<file path="src/hdl/cpc_pkg.sv">
// shared constants and types of the coprime pair counter
// no dependencies
`default_nettype none

package cpc_pkg;

    localparam int MAX_BYTES_DEF   = 8;
    localparam int COUNT_WIDTH_DEF = 48;

    localparam int BYTE_W      = 8;
    localparam int CFG_W       = 4;
    localparam int OUT_CNT_W   = 48;
    localparam int QUEUE_DEPTH = 2;

    // verdict, coprime total, non-coprime total, padded to whole bytes
    localparam int OUT_BITS    = 1 + 2 * OUT_CNT_W;
    localparam int OUT_TDATA_W = ((OUT_BITS + 7) / 8) * 8;

    localparam logic [CFG_W-1:0] CFG_RESET = 4'd5;

    typedef enum logic [1:0] {
        BK_IDLE,
        BK_RUN,
        BK_DONE
    } t_back_state;

endpackage

`default_nettype wire

</file>
<file path="src/hdl/coprime_pair_counter_top.sv">
// Coprime pair counter, top level: byte stream in, one result per pair out.
// Depends on cpc_pkg, cpc_front, cpc_queue and cpc_back.
//
// Usage:
//   Slave stream carries one random byte per request, most significant byte
//   of each number first. Every 2*L bytes (L = bytes_per_number, 0 read as 1,
//   above MAX_BYTES read as MAX_BYTES) make one pair. The master stream
//   carries one result per pair: verdict and both saturating counts.
//   The length register is to be written with i_cfg_we only while the block
//   is idle; the user must keep to this, the block has no check for it. The
//   packer takes one byte per cycle unless the queue is full and the byte
//   would complete a pair. The gcd engine loads a pair, then does one binary
//   gcd step per cycle until one number is zero or both are even, and then
//   updates the counters once the output register is free. A two-entry pair
//   queue lets the packer run ahead of the engine.
//   Reset clears the counts, the packing position and the queue, and sets
//   L to 5. A stalled receiver holds the result in the output register; the
//   engine then waits, the queue fills, and only the byte that would
//   complete a third waiting pair is held off.
`default_nettype none

module coprime_pair_counter_top #(
    parameter int MAX_BYTES   = cpc_pkg::MAX_BYTES_DEF,
    parameter int COUNT_WIDTH = cpc_pkg::COUNT_WIDTH_DEF
) (
    input  wire logic                           i_clk,
    input  wire logic                           i_rst_n,
    input  wire logic                           i_cfg_we,
    input  wire logic [cpc_pkg::CFG_W-1:0]      i_cfg_wdata,  // bytes_per_number
    input  wire logic                           s_axis_tvalid,
    output logic                                s_axis_tready,
    input  wire logic [cpc_pkg::BYTE_W-1:0]     s_axis_tdata, // data_byte
    output logic                                m_axis_tvalid,
    input  wire logic                           m_axis_tready,
    // pair_coprime [0], coprime_total [48:1], not_coprime_total [96:49], zero pad
    output logic [cpc_pkg::OUT_TDATA_W-1:0]     m_axis_tdata
);
    import cpc_pkg::*;

    localparam int PAIR_W = 2 * BYTE_W * MAX_BYTES;

    logic              q_push;
    logic              q_full;
    logic              q_pop;
    logic              q_empty;
    logic [PAIR_W-1:0] q_in_data;
    logic [PAIR_W-1:0] q_out_data;

    cpc_front #(
        .MAX_BYTES (MAX_BYTES)
    ) u_front (
        .i_clk       (i_clk),
        .i_rst_n     (i_rst_n),
        .i_cfg_we    (i_cfg_we),
        .i_cfg_wdata (i_cfg_wdata),
        .i_s_tvalid  (s_axis_tvalid),
        .o_s_tready  (s_axis_tready),
        .i_s_tdata   (s_axis_tdata),
        .i_q_full    (q_full),
        .o_q_push    (q_push),
        .o_q_data    (q_in_data)
    );

    cpc_queue #(
        .WIDTH (PAIR_W)
    ) u_queue (
        .i_clk   (i_clk),
        .i_rst_n (i_rst_n),
        .i_push  (q_push),
        .i_data  (q_in_data),
        .o_full  (q_full),
        .i_pop   (q_pop),
        .o_empty (q_empty),
        .o_data  (q_out_data)
    );

    cpc_back #(
        .MAX_BYTES   (MAX_BYTES),
        .COUNT_WIDTH (COUNT_WIDTH)
    ) u_back (
        .i_clk      (i_clk),
        .i_rst_n    (i_rst_n),
        .i_q_empty  (q_empty),
        .o_q_pop    (q_pop),
        .i_q_data   (q_out_data),
        .o_m_tvalid (m_axis_tvalid),
        .i_m_tready (m_axis_tready),
        .o_m_tdata  (m_axis_tdata)
    );

endmodule

`default_nettype wire

</file>
<file path="src/hdl/cpc_front.sv">
// front end: length register, byte packer, pair hand-off to the queue
// depends on cpc_pkg
`default_nettype none

module cpc_front #(
    parameter int MAX_BYTES = cpc_pkg::MAX_BYTES_DEF
) (
    input  wire logic                             i_clk,
    input  wire logic                             i_rst_n,
    input  wire logic                             i_cfg_we,
    input  wire logic [cpc_pkg::CFG_W-1:0]        i_cfg_wdata,
    input  wire logic                             i_s_tvalid,
    output logic                                  o_s_tready,
    input  wire logic [cpc_pkg::BYTE_W-1:0]       i_s_tdata,
    input  wire logic                             i_q_full,
    output logic                                  o_q_push,
    output logic [2*cpc_pkg::BYTE_W*MAX_BYTES-1:0] o_q_data
);
    import cpc_pkg::*;

    localparam int NUM_W = BYTE_W * MAX_BYTES;

    logic [CFG_W-1:0] r_cfg;
    logic [NUM_W-1:0] r_first, n_first;
    logic [NUM_W-1:0] r_second, n_second;
    logic [CFG_W-1:0] r_pos;
    logic             r_fill_second;

    logic [CFG_W-1:0] len;
    logic             last_byte;
    logic             accept;
    logic [NUM_W-1:0] byte_ext;

    always_comb begin
        if (r_cfg == '0) begin
            len = CFG_W'(1);
        end else if (r_cfg > CFG_W'(MAX_BYTES)) begin
            len = CFG_W'(MAX_BYTES);
        end else begin
            len = r_cfg;
        end
    end

    assign last_byte  = ({1'b0, r_pos} + 5'd1) >= {1'b0, len};
    assign o_s_tready = !(r_fill_second && last_byte && i_q_full);
    assign accept     = i_s_tvalid && o_s_tready;
    assign byte_ext   = NUM_W'(i_s_tdata);

    // big-endian packing, a fresh number starts at position zero
    assign n_first  = (r_pos == '0) ? byte_ext : ((r_first << BYTE_W) | byte_ext);
    assign n_second = (r_pos == '0) ? byte_ext : ((r_second << BYTE_W) | byte_ext);

    assign o_q_push = accept && r_fill_second && last_byte;
    assign o_q_data = {r_first, n_second};

    always_ff @(posedge i_clk) begin
        if (!i_rst_n) begin
            r_cfg         <= CFG_RESET;
            r_pos         <= '0;
            r_fill_second <= 1'b0;
        end else begin
            if (i_cfg_we) begin
                r_cfg <= i_cfg_wdata;
            end
            if (accept) begin
                r_pos         <= last_byte ? '0 : r_pos + CFG_W'(1);
                r_fill_second <= last_byte ? !r_fill_second : r_fill_second;
            end
        end
    end

    always_ff @(posedge i_clk) begin
        if (accept && !r_fill_second) begin
            r_first <= n_first;
        end
        if (accept && r_fill_second) begin
            r_second <= n_second;
        end
    end

endmodule

`default_nettype wire

</file>
<file path="src/hdl/cpc_queue.sv">
// two-entry pair queue between the packer and the gcd engine
// depends on cpc_pkg
`default_nettype none

module cpc_queue #(
    parameter int WIDTH = 2 * cpc_pkg::BYTE_W * cpc_pkg::MAX_BYTES_DEF
) (
    input  wire logic             i_clk,
    input  wire logic             i_rst_n,
    input  wire logic             i_push,
    input  wire logic [WIDTH-1:0] i_data,
    output logic                  o_full,
    input  wire logic             i_pop,
    output logic                  o_empty,
    output logic [WIDTH-1:0]      o_data
);
    import cpc_pkg::*;

    localparam int PTR_W = (QUEUE_DEPTH > 1) ? $clog2(QUEUE_DEPTH) : 1;
    localparam int CNT_W = $clog2(QUEUE_DEPTH + 1);

    logic [WIDTH-1:0] r_entry [QUEUE_DEPTH];
    logic [PTR_W-1:0] r_wr_ptr;
    logic [PTR_W-1:0] r_rd_ptr;
    logic [CNT_W-1:0] r_count;
    logic             do_push;
    logic             do_pop;

    assign o_full  = r_count == CNT_W'(QUEUE_DEPTH);
    assign o_empty = r_count == '0;
    assign o_data  = r_entry[r_rd_ptr];
    assign do_push = i_push && !o_full;
    assign do_pop  = i_pop && !o_empty;

    always_ff @(posedge i_clk) begin
        if (!i_rst_n) begin
            r_wr_ptr <= '0;
            r_rd_ptr <= '0;
            r_count  <= '0;
        end else begin
            if (do_push) begin
                r_wr_ptr <= (r_wr_ptr == PTR_W'(QUEUE_DEPTH - 1)) ? '0 : r_wr_ptr + PTR_W'(1);
            end
            if (do_pop) begin
                r_rd_ptr <= (r_rd_ptr == PTR_W'(QUEUE_DEPTH - 1)) ? '0 : r_rd_ptr + PTR_W'(1);
            end
            if (do_push && !do_pop) begin
                r_count <= r_count + CNT_W'(1);
            end else if (do_pop && !do_push) begin
                r_count <= r_count - CNT_W'(1);
            end
        end
    end

    always_ff @(posedge i_clk) begin
        if (do_push) begin
            r_entry[r_wr_ptr] <= i_data;
        end
    end

endmodule

`default_nettype wire

</file>
<file path="src/hdl/cpc_back.sv">
// back end: binary gcd engine, saturating counters, output register
// depends on cpc_pkg
`default_nettype none

module cpc_back #(
    parameter int MAX_BYTES   = cpc_pkg::MAX_BYTES_DEF,
    parameter int COUNT_WIDTH = cpc_pkg::COUNT_WIDTH_DEF
) (
    input  wire logic                                   i_clk,
    input  wire logic                                   i_rst_n,
    input  wire logic                                   i_q_empty,
    output logic                                        o_q_pop,
    input  wire logic [2*cpc_pkg::BYTE_W*MAX_BYTES-1:0] i_q_data,
    output logic                                        o_m_tvalid,
    input  wire logic                                   i_m_tready,
    output logic [cpc_pkg::OUT_TDATA_W-1:0]             o_m_tdata
);
    import cpc_pkg::*;

    localparam int NUM_W = BYTE_W * MAX_BYTES;
    localparam int EXT_W = (COUNT_WIDTH > OUT_CNT_W) ? COUNT_WIDTH : OUT_CNT_W;

    t_back_state r_state, n_state;

    logic [NUM_W-1:0]       r_a, n_a;
    logic [NUM_W-1:0]       r_b, n_b;
    logic                   r_cop;
    logic [COUNT_WIDTH-1:0] r_cop_cnt, n_cop_cnt;
    logic [COUNT_WIDTH-1:0] r_ncop_cnt, n_ncop_cnt;
    logic                   r_out_valid;
    logic [OUT_TDATA_W-1:0] r_out_data;

    logic                   gcd_done;
    logic                   gcd_is_one;
    logic [NUM_W:0]         a_minus_b;
    logic [NUM_W-1:0]       b_minus_a;
    logic                   out_free;
    logic                   load;
    logic                   finish;
    logic [EXT_W-1:0]       cop_ext;
    logic [EXT_W-1:0]       ncop_ext;

    assign a_minus_b = {1'b0, r_a} - {1'b0, r_b};
    assign b_minus_a = r_b - r_a;
    assign out_free  = !r_out_valid || i_m_tready;

    // done when one side is zero (gcd is the other side), or both even (gcd is then even)
    always_comb begin
        gcd_done   = 1'b0;
        gcd_is_one = 1'b0;
        if (r_b == '0) begin
            gcd_done   = 1'b1;
            gcd_is_one = r_a == NUM_W'(1);
        end else if (r_a == '0) begin
            gcd_done   = 1'b1;
            gcd_is_one = r_b == NUM_W'(1);
        end else if (!r_a[0] && !r_b[0]) begin
            gcd_done   = 1'b1;
        end
    end

    // one step: strip a factor of two from the even side, else subtract
    always_comb begin
        n_a = r_a;
        n_b = r_b;
        if (load) begin
            n_a = i_q_data[2*NUM_W-1:NUM_W];
            n_b = i_q_data[NUM_W-1:0];
        end else if (r_state == BK_RUN && !gcd_done) begin
            if (!r_a[0]) begin
                n_a = r_a >> 1;
            end else if (!r_b[0]) begin
                n_b = r_b >> 1;
            end else if (a_minus_b[NUM_W]) begin
                n_b = b_minus_a;
            end else begin
                n_a = a_minus_b[NUM_W-1:0];
            end
        end
    end

    always_comb begin
        n_state = r_state;
        case (r_state)
            BK_IDLE: begin
                if (!i_q_empty) begin
                    n_state = BK_RUN;
                end
            end
            BK_RUN: begin
                if (gcd_done) begin
                    n_state = BK_DONE;
                end
            end
            BK_DONE: begin
                if (out_free) begin
                    n_state = BK_IDLE;
                end
            end
            default: begin
                n_state = BK_IDLE;
            end
        endcase
    end

    always_comb begin
        load   = 1'b0;
        finish = 1'b0;
        case (r_state)
            BK_IDLE: begin
                load = !i_q_empty;
            end
            BK_DONE: begin
                finish = out_free;
            end
            default: begin
                load   = 1'b0;
                finish = 1'b0;
            end
        endcase
    end

    assign o_q_pop = load;

    always_comb begin
        n_cop_cnt  = r_cop_cnt;
        n_ncop_cnt = r_ncop_cnt;
        if (r_cop) begin
            if (r_cop_cnt != '1) begin
                n_cop_cnt = r_cop_cnt + COUNT_WIDTH'(1);
            end
        end else begin
            if (r_ncop_cnt != '1) begin
                n_ncop_cnt = r_ncop_cnt + COUNT_WIDTH'(1);
            end
        end
    end

    assign cop_ext  = EXT_W'(n_cop_cnt);
    assign ncop_ext = EXT_W'(n_ncop_cnt);

    always_ff @(posedge i_clk) begin
        if (!i_rst_n) begin
            r_state     <= BK_IDLE;
            r_cop_cnt   <= '0;
            r_ncop_cnt  <= '0;
            r_out_valid <= 1'b0;
        end else begin
            r_state <= n_state;
            if (finish) begin
                r_cop_cnt   <= n_cop_cnt;
                r_ncop_cnt  <= n_ncop_cnt;
                r_out_valid <= 1'b1;
            end else if (i_m_tready) begin
                r_out_valid <= 1'b0;
            end
        end
    end

    always_ff @(posedge i_clk) begin
        r_a <= n_a;
        r_b <= n_b;
        if (r_state == BK_RUN && gcd_done) begin
            r_cop <= gcd_is_one;
        end
        if (finish) begin
            r_out_data <= OUT_TDATA_W'({ncop_ext[OUT_CNT_W-1:0], cop_ext[OUT_CNT_W-1:0], r_cop});
        end
    end

    assign o_m_tvalid = r_out_valid;
    assign o_m_tdata  = r_out_data;

endmodule

`default_nettype wire

</file>
<file path="config.mk">
export PLATFORM = sky130hd
export DESIGN_NAME = coprime_pair_counter_top
export DESIGN_NICKNAME = d
export VERILOG_FILES = /design/src/hdl/cpc_pkg.sv /design/src/hdl/coprime_pair_counter_top.sv /design/src/hdl/cpc_front.sv /design/src/hdl/cpc_queue.sv /design/src/hdl/cpc_back.sv
export SDC_FILE = /design/constraint.sdc
export NUM_CORES = 1
export LEC_CHECK = 0
export BUFFER_PORTS_ARGS = -buffer_cell sky130_fd_sc_hd__buf_2
export CORE_ASPECT_RATIO = 0.9
export CORE_UTILIZATION = 60
export DETAILED_ROUTE_END_ITERATION = 16
export HOLD_SLACK_MARGIN = 0.05
export PLACE_DENSITY_LB_ADDON = 0.08
export SLEW_MARGIN = 15
export SYNTH_ARGS = -nofsm -noshare
export SYNTH_HDL_FRONTEND = slang
export SYNTH_SLANG_ARGS = --single-unit
</file>
<file path="constraint.sdc">
create_clock -name i_clk -period 22.2 [get_ports i_clk]
set_clock_uncertainty 0.1 [all_clocks]
set_input_delay 5.55 -clock i_clk [delete_from_list [all_inputs] [get_ports i_clk]]
set_output_delay 5.55 -clock i_clk [all_outputs]
set_load 0.02 [all_outputs]
</file>
# Word level (Yosys, flattened, before mapping)
# Memory sizes are Yosys's and may differ from the RTL's. A register that Yosys moved wholly into a read port is not among the register bits.
# Cells that the tools add are included.
totals:
  ff_bits: 458
  latch_bits: 0
  ram_bits: 256
  rom_bits: 0
  input_bits: 17
  out_inout_bits: 106
  elab_cells: 126
  n_memories: 1
memory_table:
  columns: ["name", "depth", "width", "read_ports", "rd_ports_with_merged_regs", "write_ports", "line", "text"]
  rows:
  - ["u_queue.r_entry", 2, 128, 1, 1, 1, "cpc_queue.sv:22", "logic [WIDTH-1:0] r_entry [QUEUE_DEPTH];"]
classes:
  n_addsub: 10
  multipliers: 0
  div: 0
  n_lt_le_gt_ge: 2
  eq_ne: 13
  shift: 0
  muxes: 40
  bitwise: 2
  n_reduce_logical: 39
ops:
  columns: ["operator", "n"]
  rows:
  - ["$mux W64", 11]
  - ["$mux W48", 4]
  - ["$eq A64 B1 Y1 const B", 2]
  - ["$logic_not A64 Y1", 2]
  - ["$or A64 B8 Y64", 2]
  - ["$add A48 B1 Y48 const B", 2]
  - ["$ne A48 B48 Y1 const B", 2]
  - ["$sub A64 B64 Y65", 1]
  - ["$sub A64 B64 Y64", 1]
  - ["$mux W1", 15]
  - ["$logic_and A1 B1 Y1", 13]
  - ["$mux W4", 3]
  - ["$logic_not A1 Y1", 10]
  - ["$mux W2", 5]
  - ["$ne A3 B3 Y1 const B", 3]
  - ["$reduce_and A3 Y1", 3]
  - ["$logic_not A4 Y1", 2]
  - ["$mux W8", 1]
  - ["$reduce_bool A2 Y1", 4]
  - ["$pmux W2 S3", 1]
  - ["$add A4 B1 Y5 const B", 1]
  - ["$ge A5 B4 Y1", 1]
  - ["$add A4 B1 Y4 const B", 1]
  - ["$eq A2 B2 Y1 const B", 2]
  - ["10 further kinds", 14]

# Depth between registers and ports, before layout
logic_depth:
  ltp_word: 15
  depth_mapped: 19
  depth_no_buf: 16

# Modules after synthesis
# A second synthesis with hierarchy kept.
hier_totals:
  cells_unflattened: 3407
  hier_area_um2: 37528.5
modules_own_cells:
  columns: ["module", "n_inst", "cells_each", "area_per_inst_um2", "seq_area_each_um2"]
  rows:
  - ["cpc_back", 1, 2670, 22998.3, 8768.4]
  - ["cpc_queue", 1, 423, 9505.4, 7787.5]
  - ["cpc_front", 1, 314, 5024.8, 3783.6]

# Least setup slack after synthesis
# Ideal clock, no wire load.
synth_path:
  kind: "input port to flip-flop"
  startpoint: "input port s_axis_tvalid"
  endpoint: "register u_queue.r_wr_ptr"
  setup_ns: 0.113
  arrival_ns: 18.658
  required_time_ns: 21.987
  slack_ns: 3.329
  cell_stages: 3
  path_buffers: 0
  path_cell_list: "nand2_1 nor4_1 o21a_1"
synth_via:
  elab_chain_cells: 4
synth_lines:
  columns: ["item", "line", "text"]
  rows:
  - ["start: declaration", "coprime_pair_counter_top.sv:30", "input wire logic s_axis_tvalid,"]
  - ["$logic_and A1 B1 Y1", "cpc_front.sv:46", "assign accept = i_s_tvalid && o_s_tready;"]
  - ["$logic_and A1 B1 Y1 (2 in a row)", "cpc_front.sv:53", "assign o_q_push = accept && r_fill_second && last_byte;"]
  - ["$logic_and A1 B1 Y1", "cpc_queue.sv:32", "assign do_push = i_push && !o_full;"]
  - ["end signal: assignment", "cpc_queue.sv:42", "r_wr_ptr <= (r_wr_ptr == PTR_W'(QUEUE_DEPTH - 1)) ? '0 : r_wr_ptr + PTR_W'(1);"]
  - ["end: declaration", "cpc_queue.sv:23", "logic [PTR_W-1:0] r_wr_ptr;"]
# Every way passes these cells.
# A chain may end at the register's enable or synchronous reset.

# Worst setup path after layout
layout_path:
  startpoint: "register u_front.r_pos[0]"
  endpoint: "output port s_axis_tready"
layout_via:
  elab_chain_cells: 5
layout_lines:
  columns: ["item", "line", "text"]
  rows:
  - ["start: declaration", "cpc_front.sv:26", "logic [CFG_W-1:0] r_pos;"]
  - ["start signal: assignment", "cpc_front.sv:66", "r_pos <= last_byte ? '0 : r_pos + CFG_W'(1);"]
  - ["$add A4 B1 Y5", "cpc_front.sv:44", "assign last_byte = ({1'b0, r_pos} + 5'd1) >= {1'b0, len};"]
  - ["$ge A5 B4 Y1", "cpc_front.sv:44", null]
  - ["$logic_and A1 B1 Y1 (2 in a row)", "cpc_front.sv:45", "assign o_s_tready = !(r_fill_second && last_byte && i_q_full);"]
  - ["$logic_not A1 Y1", "cpc_front.sv:45", null]
  - ["end: declaration", "coprime_pair_counter_top.sv:31", "output logic s_axis_tready,"]
# Every way passes these cells.

==> impl_summary.txt <==
----------------------------------------------------
[Placed design]
  Area after detailed placement ... 38700 sq um
  Place WS ... 13.52 ns
  Number of port buffers ... 115
  Final Wtd Congestion ... 0.983
  Post-DP HPWL ... 78600 um

[Clock network]
  CTS H-Tree Depth ... 3
  Quantity of hold-fixing buffers added after cts ... 0
  Clock latency on the worst-skew pair ... 0.65 ns
  Clock tree from TritonCTS ... yes
  TritonCTS Buffers ... 72
  CTS sink cnt ... between 700 and 800
  Clock transition at path regs ... approximately 0.070 ns
  Clock Tree Buf Depth ... 3
  Number of resized instances in the post-cts repair step ... 0
  # Post-CTS Setup Buffers ... 0
  Buffer type at the clock tree root ... sky130_fd_sc_hd__clkbuf_16

[Routing]
  Met2 layer wire length in the routed design ... 49000 um
  Antenna violation net count after detailed routing ... 0
  Number of DRC violations after detailed routing ... 0
  DRT met1 WL ... ~47000 um
  Number of optimization iterations in the first detailed-route pass ... 6
  Uppermost layer routed ... met5
  Routed len/inst ... 26.3 um
  Vias per Instance ... about 6.5
  Count of routing violations after the opening detailed-route iteration ... 3649
  Met3 Wirelength ... 12700 um
  Vias after detailed routing ... roughly 28000
  Wirelength, routed ... 112000 um

[Global route]
  GRT Util Overall ... 0.351
  Wire length of the first global-routing pass ... 167000 um
  Number of antenna violations at the first check in global routing ... 2
  Maximum number of pins on one net before global-route repair ... 114
  Vias in the first global route ... 26261
  Gr ovfl total ... 0

[Finish]
  Number of nets in the layout ... roughly 3500
  Total non-filler cell area in the finished layout ... between 40000 and 50000 sq um
  Post-route core utilization ... 0.670
  Most frequent cells in the layout ... 602 x sky130_fd_sc_hd__edfxtp_1, 205 x sky130_fd_sc_hd__a21oi_1, 195 x sky130_fd_sc_hd__xnor2_1
  Area growth from synthesis to layout ... 9.58%
  Commonest non-fill, non-tap cell in the layout ... sky130_fd_sc_hd__edfxtp_1
  Fraction of final layout cells with drive strength greater than 1 ... 0.105
  Number of fillers in the final layout ... 4476

[Logic synthesis]
  Total standard cell area after synthesis ... around 38000 sq um
  Async set-reset flop share out of synthesis ... 0
  Simple-Gate Fraction of Synth Area ... 0.132
  Leading post-synthesis cells by cell area ... sky130_fd_sc_hd__edfxtp_1 48%, sky130_fd_sc_hd__dfxtp_1 6.0%, sky130_fd_sc_hd__ha_1 4.6%
  Number of library cell types mapped by synthesis ... 81
  Number of synthesized register bits ... 715
  Syn_area_per_cell ... about 11 sq um
  Portion of synthesized cell area occupied by the leading cell type ... 0.481
  Multiplexer share of the synthesized area ... 0.0357
  Largest area contributor in the synthesized netlist ... sky130_fd_sc_hd__edfxtp_1
  Number of instances in the synthesized netlist ... 3332
  Share of the synthesized area in compound gates (AO/OA/AOI/OAI) ... 0.137
  Adder and majority cell fraction of the synthesized area ... 0.0466
  EDFF count, synth ... 602
  Synth Flop Type ... sky130_fd_sc_hd__edfxtp_1
  Total number of yosys warnings ... 0
  Sequential fraction of the synthesis area ... 0.541
  Parity-gate share of the synthesized area counting xor and xnor cells ... 0.0673
  Combinational family with the most area after synthesis ... compound AO/OA/AOI/OAI gates

[STA]
  Worst Tran Pin Value ... 1.24 ns
  Number of max-slew violations in the final report ... 0
  Post-layout worst setup margin ... 13.43 ns
  Highest clock frequency the design can meet ... roughly 0.11 GHz
  Setup-failing EPs final ... 0
  Hold Violations, Final ... 0
  Final period demand of the worst path ... a little under 9 ns
  Final sum of negative setup slack ... 0 ns
  Tightest slew margin relative to the limit ... 0.169
  Share of the clock period used by the worst path after layout ... 0.395
  Setup repair after global routing missed its margin ... no

[Worst hold path]
  Worst min path class ... reg -> reg

[Floorplanning]
  Number of rows created at floorplan ... 86
  Full die area ... 63700 sq um
  Effective utilization at floorplan ... 0.611
  I/O pin total ... 123
  Die width ... 266 um
  Core Footprint ... 61500 sq um
  Die height ... 240 um

[Run status]
  Outcome ... finished, final reports clean

[Critical path]
  Max Fanout on Critical Path ... 4
  Startpoint kind of the worst setup timing path ... flip-flop
  Data arrival time of the critical path ... 3.12 ns
  Data required time at the worst endpoint ... 16.55 ns
  Largest delay contributor family on the critical path ... simple AND/OR/NAND/NOR gates
  Critical path class ... reg -> out
  Combined buffer and inverter count along the critical path ... 2
  Type of element capturing the critical path ... output port
  Worst stage delay on the critical path ... 0.71 ns
  Cells traversed along the worst timing path ... inv_1 > ha_1 > ha_1 > a21o_1 > a21o_1 > a21oi_1 > and2_1 > or4b_2 > buf_2
  Max stage delay cell, worst path ... sky130_fd_sc_hd__or4b_2

[Power]
  Peak supply drop ... approximately 0.11 mV
  Total design power ... 7.09 mW
  Leakage ... approximately 15 nW
  Pwr dens ... 172 nW/um^2

[Job]
  Max Cap Violations ... 0

----------------------------------------------------
-- power breakdown --
group / total (mW) / internal (mW) / switching, mW
registers: 2.02 / 1.78 / 0.239
logic: 3.78 / 1.21 / 2.57
clock network: 1.29 / 0.742 / 0.551
total: 7.09 / 3.73 / 3.36
-- area by class of cell --
cell class | count | area (sq um) | share of cell area
diodes | 3 | 7.51 | 0.000182
clock inverters | 44 | 571 | 0.0138
repair buffers | 143 | 786 | 0.0191
well taps | 836 | 1050 | 0.0254
inverters | 179 | 682 | 0.0165
flip-flops and latches | 715 | 20300 | 0.494
clock buffers | 87 | 1980 | 0.0479
multi-input cells | 2249 | 15800 | 0.383
-- metal layers --
metal	vias up	GRT usage
met3	195	0.0879
li1	12266	-
met5	-	0
met2	1628	0.524
met1	13518	0.508
met4	2	0.0991
-- registers in the layout (all words and copies together), names as in the netlist, 2 cells and up, named ones only --
name,cells
u_queue.r_entry,256
u_back.o_m_tdata,97
u_back.r_a,64
u_back.r_b,64
u_front.r_first,64
u_front.r_second,56
u_back.r_cop_cnt,48
u_back.r_ncop_cnt,48
u_front.r_cfg,4
u_front.r_pos,4
u_back.r_state,2
u_queue.r_count,2
-- cell usage after synthesis (all sizes together), types with 6 or more instances --
| library cell | instances |
|---|---|
| a211oi | 13 |
| a21boi | 38 |
| a21o | 55 |
| a21oi | 208 |
| a221oi | 11 |
| a22oi | 6 |
| a31oi | 40 |
| and2 | 83 |
| and3 | 24 |
| and4 | 8 |
| buf | 46 |
| clkbuf | 149 |
| dfxtp | 113 |
| edfxtp | 602 |
| ha | 137 |
| inv | 178 |
| mux2i | 132 |
| nand2 | 183 |
| nand2b | 9 |
| nand3 | 157 |
| nand4 | 70 |
| nor2 | 145 |
| nor2b | 127 |
| nor3 | 38 |
| nor3b | 6 |
| nor4 | 45 |
| o211ai | 10 |
| o21a | 21 |
| o21ai | 155 |
| o21bai | 45 |
| o221ai | 91 |
| o31ai | 7 |
| or2 | 9 |
| or3 | 32 |
| xnor2 | 195 |
| xor2 | 94 |
-- final timing paths --
kind,cells past startpoint,slack [ns],from,to
max reg2reg,16,15.96,u_back.r_b[0],u_back.r_a[62]
max,9,13.43,u_front.r_pos[0],s_axis_tready
min,0,0.34,u_front.r_first[57],u_queue.r_entry[1][121]
min reg2reg,0,0.34,u_front.r_first[57],u_queue.r_entry[1][121]
-- cell families (layout without fill, tap and decap cells) --
logic type | Yosys count | after routing
flops | 715 | 715
mux | 134 | 134
xor+xnor | 289 | 289
other cells | 1 | 10
compound gates | 734 | 734
simple gates | 946 | 946
fa+ha+maj | 139 | 139
buf+inv | 374 | 453
-- stage by stage --
step           cells  hold slack (ns)
3_5_place_dp    4122            0.335
6_report        4256            0.345
4_1_cts         4253            0.345
3_3_place_gp    4122            0.324
2_1_floorplan   3338            0.321
5_1_grt         4253            0.362
Power figures use the tool's default switching activity.
